File: src/bba_pkg.sv
// ----------------------------------------------------------------------------
// bba_pkg
// Shared types and codes for the bitmap block allocator: request and response
// beats, operation codes, configuration register indexes and the block size.
// ----------------------------------------------------------------------------
package bba_pkg;

  localparam int unsigned ADDR_W       = 32;
  localparam int unsigned BLK_COUNT_W  = 11;
  localparam int unsigned CFG_DATA_W   = 32;
  localparam int unsigned CFG_INDEX_W  = 1;

  // data block size in bytes, a power of two
  localparam int unsigned BLOCK_BYTES  = 512;
  localparam int unsigned BLOCK_SHIFT  = $clog2(BLOCK_BYTES);

  // operation codes
  localparam logic OP_ALLOC = 1'b0;
  localparam logic OP_FREE  = 1'b1;

  // configuration register indexes
  localparam logic [CFG_INDEX_W-1:0] REG_BLOCK_COUNT = 1'b0;
  localparam logic [CFG_INDEX_W-1:0] REG_DATA_BASE   = 1'b1;

  typedef struct packed {
    logic              operation;
    logic [ADDR_W-1:0] block_address;
  } req_t;

  typedef struct packed {
    logic [ADDR_W-1:0] address;
    logic              full_res;
  } rsp_t;

endpackage

File: src/bitmap_block_allocator_core.sv
// ----------------------------------------------------------------------------
// bitmap_block_allocator_core
// First-fit data-block allocator over a free bitmap held in one synchronous
// memory of (MAX_BLOCKS+7)/8 bytes (one bit per block, 1 = used). An allocate beat
// reads the bitmap one byte per cycle from byte 0, over the first
// min(block_count/8, MAX_BLOCKS/8) bytes, claims the lowest free bit and
// returns data_base + index * BLOCK_BYTES; with no free block it returns
// address 0 and full_res set. A free beat turns the byte address back into a
// block index by a shift (BLOCK_BYTES is a power of two from the package) and
// toggles that bit, so freeing a free block marks it used; addresses below
// data_base or past the bitmap are ignored.
// An allocate that finds a block runs ST_SCAN, paced by the single read port
// delivering one bitmap byte a cycle, then ST_MUL, ST_ADDR and ST_DONE; one
// that finds nothing goes from ST_SCAN to ST_DONE, and an empty scan window
// goes there from ST_IDLE. A free runs ST_DCHK, ST_FRD and ST_FWR (read, then
// write back of the bitmap byte); an index past the bitmap goes from ST_DCHK
// to ST_DONE and an address below data_base from ST_IDLE. One request is
// worked at a time; a new one is accepted while the previous response still
// waits in the output register. After reset a clearing pass writes zeros to
// all (MAX_BLOCKS+7)/8 bytes before the first request is taken; configuration
// writes are accepted throughout.
// ----------------------------------------------------------------------------
module bitmap_block_allocator_core #(
  parameter int unsigned MAX_BLOCKS  = 1024
) (
  input  logic                                clk,
  input  logic                                rst,
  // request channel
  input  logic                                req_valid,
  output logic                                req_ready,
  input  bba_pkg::req_t                       req,
  // response channel
  output logic                                rsp_valid,
  input  logic                                rsp_ready,
  output bba_pkg::rsp_t                       rsp,
  // configuration write port
  input  logic                                cfg_write,
  input  logic [bba_pkg::CFG_INDEX_W-1:0]     cfg_index,
  input  logic [bba_pkg::CFG_DATA_W-1:0]      cfg_data
);

  import bba_pkg::*;

  // bitmap geometry
  localparam int unsigned MAP_BYTES  = (MAX_BLOCKS + 7) / 8;
  localparam int unsigned SCAN_LIMIT = MAX_BLOCKS / 8;
  localparam int unsigned AW         = (MAP_BYTES > 1) ? $clog2(MAP_BYTES) : 1;
  localparam int unsigned CW         = AW + 1;
  localparam int unsigned IW         = AW + 3;

  localparam logic [AW-1:0]     LAST_BYTE = AW'(MAP_BYTES - 1);
  localparam logic [ADDR_W-1:0] BB32      = ADDR_W'(BLOCK_BYTES);
  localparam logic [ADDR_W-1:0] MAXB32    = ADDR_W'(MAX_BLOCKS);
  localparam logic [ADDR_W-1:0] LIMIT32   = ADDR_W'(SCAN_LIMIT);

  typedef enum logic [3:0] {
    ST_CLEAR,
    ST_IDLE,
    ST_SCAN,
    ST_MUL,
    ST_ADDR,
    ST_DCHK,
    ST_FRD,
    ST_FWR,
    ST_DONE
  } state_t;

  state_t state;

  // configuration registers
  logic [BLK_COUNT_W-1:0] block_count;
  logic [ADDR_W-1:0]      data_base;

  // bitmap memory
  logic [7:0]    used_map [MAP_BYTES];
  logic [7:0]    map_rdata;
  logic [AW-1:0] map_raddr;
  logic          map_we;
  logic [AW-1:0] map_waddr;
  logic [7:0]    map_wdata;

  // clearing pass and scan pointers
  logic [AW-1:0] clr_ptr;
  logic [CW-1:0] scan_groups;
  logic [CW-1:0] iss_ptr;
  logic [CW-1:0] chk_ptr;
  logic          chk_valid;

  // allocate datapath
  logic [2:0]        zero_bit;
  logic              byte_has_free;
  logic [IW-1:0]     blk_idx;
  logic [ADDR_W-1:0] prod;

  // free datapath: offset from the base, block index by shift
  logic [ADDR_W-1:0] dividend;
  logic [ADDR_W-1:0] quot;
  logic [AW-1:0]     free_byte;

  // staged result
  logic [ADDR_W-1:0] res_addr;
  logic              res_full;

  // scan window for a new allocate
  logic [ADDR_W-1:0] bc_groups32;
  logic [CW-1:0]     groups_next;

  assign req_ready = (state == ST_IDLE);

  assign bc_groups32 = ADDR_W'(block_count[BLK_COUNT_W-1:3]);
  assign groups_next = (bc_groups32 > LIMIT32) ? CW'(SCAN_LIMIT) : CW'(bc_groups32);

  assign quot      = dividend >> BLOCK_SHIFT;
  assign free_byte = quot[AW+2:3];

  // lowest clear bit of the byte under check
  always_comb begin
    zero_bit = 3'd0;
    for (int b = 7; b >= 0; b--) begin
      if (!map_rdata[b]) begin
        zero_bit = 3'(b);
      end
    end
  end

  assign byte_has_free = (map_rdata != 8'hFF);

  // memory port steering
  always_comb begin
    map_raddr = free_byte;
    map_we    = 1'b0;
    map_waddr = free_byte;
    map_wdata = 8'h00;
    unique case (state)
      ST_CLEAR: begin
        map_we    = 1'b1;
        map_waddr = clr_ptr;
      end
      ST_SCAN: begin
        map_raddr = iss_ptr[AW-1:0];
        map_waddr = chk_ptr[AW-1:0];
        map_wdata = map_rdata | (8'h01 << zero_bit);
        map_we    = chk_valid && byte_has_free;
      end
      ST_FWR: begin
        map_we    = 1'b1;
        map_wdata = map_rdata ^ (8'h01 << quot[2:0]);
      end
      default: begin
      end
    endcase
  end

  always_ff @(posedge clk) begin
    if (map_we) begin
      used_map[map_waddr] <= map_wdata;
    end
    map_rdata <= used_map[map_raddr];
  end

  // configuration registers
  always_ff @(posedge clk) begin
    if (rst) begin
      block_count <= BLK_COUNT_W'(1024);
      data_base   <= '0;
    end else if (cfg_write) begin
      case (cfg_index)
        REG_BLOCK_COUNT: block_count <= cfg_data[BLK_COUNT_W-1:0];
        REG_DATA_BASE:   data_base   <= cfg_data[ADDR_W-1:0];
        default: begin
        end
      endcase
    end
  end

  // sequencer
  always_ff @(posedge clk) begin
    if (rst) begin
      state     <= ST_CLEAR;
      clr_ptr   <= '0;
      rsp_valid <= 1'b0;
      iss_ptr   <= '0;
      chk_ptr   <= '0;
      chk_valid <= 1'b0;
    end else begin
      // response register drains; a new beat in ST_DONE reloads it instead
      if (rsp_valid && rsp_ready && (state != ST_DONE)) begin
        rsp_valid <= 1'b0;
      end

      unique case (state)
        ST_CLEAR: begin
          clr_ptr <= clr_ptr + 1'b1;
          if (clr_ptr == LAST_BYTE) begin
            state <= ST_IDLE;
          end
        end

        ST_IDLE: begin
          if (req_valid) begin
            if (req.operation == OP_ALLOC) begin
              scan_groups <= groups_next;
              iss_ptr     <= '0;
              chk_ptr     <= '0;
              chk_valid   <= 1'b0;
              if (groups_next == '0) begin
                res_addr <= '0;
                res_full <= 1'b1;
                state    <= ST_DONE;
              end else begin
                state <= ST_SCAN;
              end
            end else begin
              res_addr <= '0;
              res_full <= 1'b0;
              dividend <= req.block_address - data_base;
              // below the base: nothing to toggle
              state    <= (req.block_address < data_base) ? ST_DONE : ST_DCHK;
            end
          end
        end

        ST_SCAN: begin
          if (chk_valid && byte_has_free) begin
            // claim written this cycle through the write port
            blk_idx <= {chk_ptr[AW-1:0], zero_bit};
            state   <= ST_MUL;
          end else if (chk_valid && (chk_ptr == CW'(scan_groups - 1'b1))) begin
            res_addr <= '0;
            res_full <= 1'b1;
            state    <= ST_DONE;
          end else begin
            // read of iss_ptr lands next cycle
            chk_ptr   <= iss_ptr;
            chk_valid <= 1'b1;
            iss_ptr   <= iss_ptr + 1'b1;
          end
        end

        ST_MUL: begin
          prod  <= ADDR_W'(ADDR_W'(blk_idx) * BB32);
          state <= ST_ADDR;
        end

        ST_ADDR: begin
          res_addr <= data_base + prod;
          res_full <= 1'b0;
          state    <= ST_DONE;
        end

        ST_DCHK: begin
          // index past the bitmap is ignored
          state <= (quot < MAXB32) ? ST_FRD : ST_DONE;
        end

        ST_FRD: begin
          state <= ST_FWR;
        end

        ST_FWR: begin
          state <= ST_DONE;
        end

        ST_DONE: begin
          if (!rsp_valid || rsp_ready) begin
            rsp_valid    <= 1'b1;
            rsp.address  <= res_addr;
            rsp.full_res <= res_full;
            state        <= ST_IDLE;
          end
        end

        default: begin
          state <= ST_IDLE;
        end
      endcase
    end
  end

`ifndef SYNTHESIS
  // a full response never carries an address
  a_full_zero_addr: assert property (@(posedge clk) disable iff (rst)
    (rsp_valid && rsp.full_res) |-> (rsp.address == '0))
    else $error("full response with nonzero address");

  // the bitmap is never written while waiting for a request
  a_idle_no_write: assert property (@(posedge clk) disable iff (rst)
    (state == ST_IDLE) |-> !map_we)
    else $error("bitmap write while idle");

  // the byte under check stays inside the scan window
  a_scan_bound: assert property (@(posedge clk) disable iff (rst)
    (state == ST_SCAN) |-> (chk_ptr < scan_groups))
    else $error("scan ran past its window");

  // a new request is only taken once the previous result has been staged
  a_accept_then_busy: assert property (@(posedge clk) disable iff (rst)
    (req_valid && req_ready) |=> !req_ready)
    else $error("request accepted back to back");
`endif

endmodule

File: config.mk
export PLATFORM = sky130hd
export DESIGN_NAME = bitmap_block_allocator_core
export DESIGN_NICKNAME = d
export VERILOG_FILES = /design/src/bba_pkg.sv /design/src/bitmap_block_allocator_core.sv
export SDC_FILE = /design/constraint.sdc
export NUM_CORES = 2
export LEC_CHECK = 0
export ABC_AREA = 1
export BUFFER_PORTS_ARGS = -buffer_cell sky130_fd_sc_hd__buf_2
export CORE_AREA = 2 2 284 497
export CTS_CLUSTER_SIZE = 16
export DETAILED_ROUTE_END_ITERATION = 16
export DIE_AREA = 0 0 286 499
export GPL_ROUTABILITY_DRIVEN = 0
export PLACE_DENSITY = 0.51
export SLEW_MARGIN = 30
export SYNTH_ARGS = -nofsm -noshare
export SYNTH_HDL_FRONTEND = slang
export SYNTH_SLANG_ARGS = --single-unit
export TNS_END_PERCENT = 1
File: constraint.sdc
create_clock -name clk -period 10.19 [get_ports clk]
set_clock_uncertainty 0.15 [all_clocks]
set_input_delay 1.019 -clock clk [delete_from_list [all_inputs] [get_ports clk]]
set_output_delay 1.019 -clock clk [all_outputs]
set_load 0.02 [all_outputs]
==> out/metrics.csv <==
stage;metric;value;unit
run_status;status;finished clean;
synthesis;Mapped Nets;5367;
synthesis;Syn Area/Cell;10.5;µm²
grt;initial antenna violation count;2;
drt;routed wire length;174;mm
pwr;P_leak;23.1;nW
final_layout;Post-Layout Cell Count;7156;
grt;first-pass GRT wire length;254;mm
worst_setup_path;slowest stage delay, CP;0.83;ns
die;core area;0.139;mm²
die;Die Wd;286;µm
cts;CTS tree;yes;
cts;H-tree depth;3;
final_layout;Finished Cell Area;0.0614;mm²
synthesis;YS warnings;0;
synthesis;EDFF count, synth;1141;
final_layout;Layout Nets;5344;
placed_design;dpl cells;6943;
worst_setup_path;Critical-path top delay cell;buf_4;
sta;Rel. slew slack;31.7;%
drt;Initial DRC Count;3164;
pwr;power per cell area;184;mW/mm²
sta;sum of negative setup slack;0;ns
synthesis;ys async rst share;0;%
drt;wire per inst;24.3;µm
cts;PostCTS Resize Cnt;0;
pwr;Power, Total;11.3;mW
grt;vias in the first global route;38200;
drt;TritonRoute pass-1 iters;5;
sta;RSZ-0062 raised after global routing;no;
placed_design;DP Area;0.0575;mm²
cts;clock-pin slew on the worst setup and hold paths;0.07;ns
cts;TritonCTS sink count;1218;
final_layout;Core Util, Final;44.3;%
sta;FMAX;192;MHz
die;# rows;181;
cts;Max clock buf depth;3;
grt;total global-route track usage;24.0;%
grt;GR Overflow Total;0;
drt;post-route ant nets;0;
synthesis;sequential element share of the synthesized area;64.8;%
sta;Slew Limit Fails;0;
die;die area;0.143;mm²
worst_setup_path;CP Buf/Inv Count;4;
pwr;switching fraction of total power;25.7;%
drt;DRC;0;
worst_setup_path;CP cell instances;inv_2 > nor2_2 > nand2_1 > buf_4 > o21ai_4 > buf_4 > buf_4 > nand3_1 > nand3_1 > nand3_1 > nand3_1 > nand3_1 > nand2_1 > nand2_1 > nand2_1;
pwr;Flop pwr share;50.3;%
cts;Clock Latency Late Sink;0.74;ns
worst_setup_path;worst path required time;10.72;ns
cts;CTS buffer count;113;
worst_setup_path;kind of critical path;reg -> reg;
pwr;NetSw;2.90;mW
pwr;Clock power frac;39.2;%
sta;Slew @ Worst Pin;1.02;ns
drt;Vias/cell;5.40;
worst_setup_path;Setup crit end kind;flip-flop;
worst_hold_path;worst min-delay path category;reg -> reg;
placed_design;DPL Wire Length;106;mm
worst_setup_path;cell mode on critical path;nand3_1;
worst_setup_path;Max Fanout on Critical Path;67;
worst_setup_path;Critical Path AT;5.74;ns
drt;routed vias;38600;
sta;Tcrit/Tclk final;51.2;%
grt;largest net degree at the start of global routing;184;
sta;Final Critical Period;5.21;ns
synthesis;post-synthesis cell area;0.0552;mm²
die;starting density of the core;39.9;%
placed_design;port bufs;105;
sta;endpoints failing hold;0;
pwr;maximum vdd drop;0.000159;V
synthesis;synthesized flop and latch total;1218;
flow_run;maxcap violations;0;
pwr;cell internal pwr;8.37;mW
worst_setup_path;delay-heaviest family, CP;simple AND/OR/NAND/NOR gates;
synthesis;Primary FF master, synth;edfxtp_1;
cts;cts-stage hold buffer count;0;
synthesis;Mapped Cells;5251;
cts;Post-CTS Setup Repair Bufs;0;
worst_setup_path;startpoint types;flip-flop;
final_layout;share of cells above drive strength 1;7.27;%
final_layout;Area growth, synth to finish;11.1;%
pwr;combinational share of power;10.5;%
die;I/O pin cnt;106;
die;DIE HEIGHT;499;µm
cts;Root Driver;clkbuf_16;
synthesis;Cell variety after synth;47;
sta;final setup vio count;0;
-- registers in the layout (all words and copies together) (netlist names), 8 cells and up --
signal and cells:
dividend 23, res_addr 32, map_rdata 8, used_map 1024, data_base 32, rsp 33, chk_ptr 8, prod 10
block_count 8, iss_ptr 8, scan_groups 8, blk_idx 10
-- power groups by stage --
| stage | Combinational [mW] | Sequential (mW) | Clock (mW) |
|---|---|---|---|
| 2_1_floorplan | 0.675 | 5.76 | 0 |
| 3_3_place_gp | 1.17 | 5.77 | 0 |
| 3_5_place_dp | 1.17 | 5.78 | 0 |
| 4_1_cts | 1.17 | 5.67 | 4.50 |
| 5_1_grt | 1.27 | 5.68 | 4.66 |
| 6_report | 1.18 | 5.67 | 4.42 |
-- cell usage in the layout (no fill, tap or decap), types with 90 or more instances in the layout --
cell          n
nand2_1     866
edfxtp_1   1141
nand3b_1    378
inv_1       684
a21oi_1     142
o21ai_0      90
clkbuf_16   117
buf_2       105
nor2_1      233
nand3_1    1090
-- cell families after synthesis --
family / after synthesis / share of synthesized area [%]
flip-flops: 1218 / 64.8
AO/OA/AOI/OAI: 309 / 3.12
adder cells (fa/ha/maj): 45 / 1.03
AND/OR/NAND/NOR: 2644 / 23.2
XOR/XNOR: 36 / 0.571
buffers and inverters: 999 / 7.21
-- metrics by stage --
step                hold slack [ns]  setup WS [ns]
global placement              0.251           5.05
CTS                           0.270           5.05
global route                  0.276           4.89
floorplan                     0.250           2.35
detailed placement            0.255           5.04
finish                        0.270           4.98
-- synthesized netlist by cell type (all sizes together) (2+ instances only) --
| master | number | area share, % |
|---|---|---|
| nand3b | 378 | 5.1 |
| edfxtp | 1141 | 62 |
| o211ai | 11 | 0.15 |
| nand2 | 869 | 5.9 |
| buf | 190 | 1.7 |
| o21bai | 5 | 0.068 |
| nand3 | 1091 | 9.9 |
| a221oi | 3 | 0.048 |
| dfxtp | 77 | 2.8 |
| xnor2 | 11 | 0.17 |
| nor2 | 241 | 1.6 |
| or2 | 5 | 0.057 |
| o22ai | 2 | 0.023 |
| nand4 | 16 | 0.18 |
| o21ai | 96 | 0.88 |
| o21a | 9 | 0.12 |
| a21o | 4 | 0.054 |
| a211oi | 3 | 0.041 |
| a21boi | 2 | 0.027 |
| o221ai | 3 | 0.048 |
| inv | 691 | 4.7 |
| clkbuf | 118 | 0.80 |
| a31oi | 15 | 0.17 |
| ha | 44 | 1.0 |
| a22oi | 2 | 0.036 |
| nor3 | 32 | 0.29 |
| o31ai | 4 | 0.054 |
| a21oi | 146 | 1.3 |
| xor2 | 25 | 0.40 |
| nor4 | 10 | 0.11 |
-- final cells by class --
type	instances	area, µm²
diodes	1	2.50
clock buffers	153	3180
clock inverters	59	649
fillers	13200	77200
inverters	691	2600
multi-input cells	3034	15700
flip-flops and latches	1218	35800
well taps	1830	2290
repair buffers	170	1170
-- per-layer routing --
layer	up-vias	wire (µm)	GRT usage, %
met5	-	0	0
met4	0	10600	13.5
met3	340	7480	2.47
met2	1216	92700	44.6
met1	19100	63200	26.5
li1	18000	-	-
-- path summary, 6_finish.rpt --
| path | to | cells past startpoint | from | slack, ns |
|---|---|---|---|---|
| setup / recovery | map_rdata[3] | 15 | state[1] | 4.98 |
| hold / removal | prod[14] | 0 | blk_idx[5] | 0.27 |
| setup reg to reg | map_rdata[3] | 15 | state[1] | 4.98 |
| hold reg to reg | prod[14] | 0 | blk_idx[5] | 0.27 |
-- worst register-to-register path: stages (launching register included) --
cell	delay [ns]
dfxtp_1	0.44
inv_2	0.07
nor2_2	0.17
nand2_1	0.18
buf_4	0.32
o21ai_4	0.67
buf_4	0.62
buf_4	0.89
nand3_1	0.18
nand3_1	0.18
nand3_1	0.14
nand3_1	0.17
nand3_1	0.51
nand2_1	0.26
nand2_1	0.12
nand2_1	0.09
No activity file was read; power rests on OpenSTA's default activity.
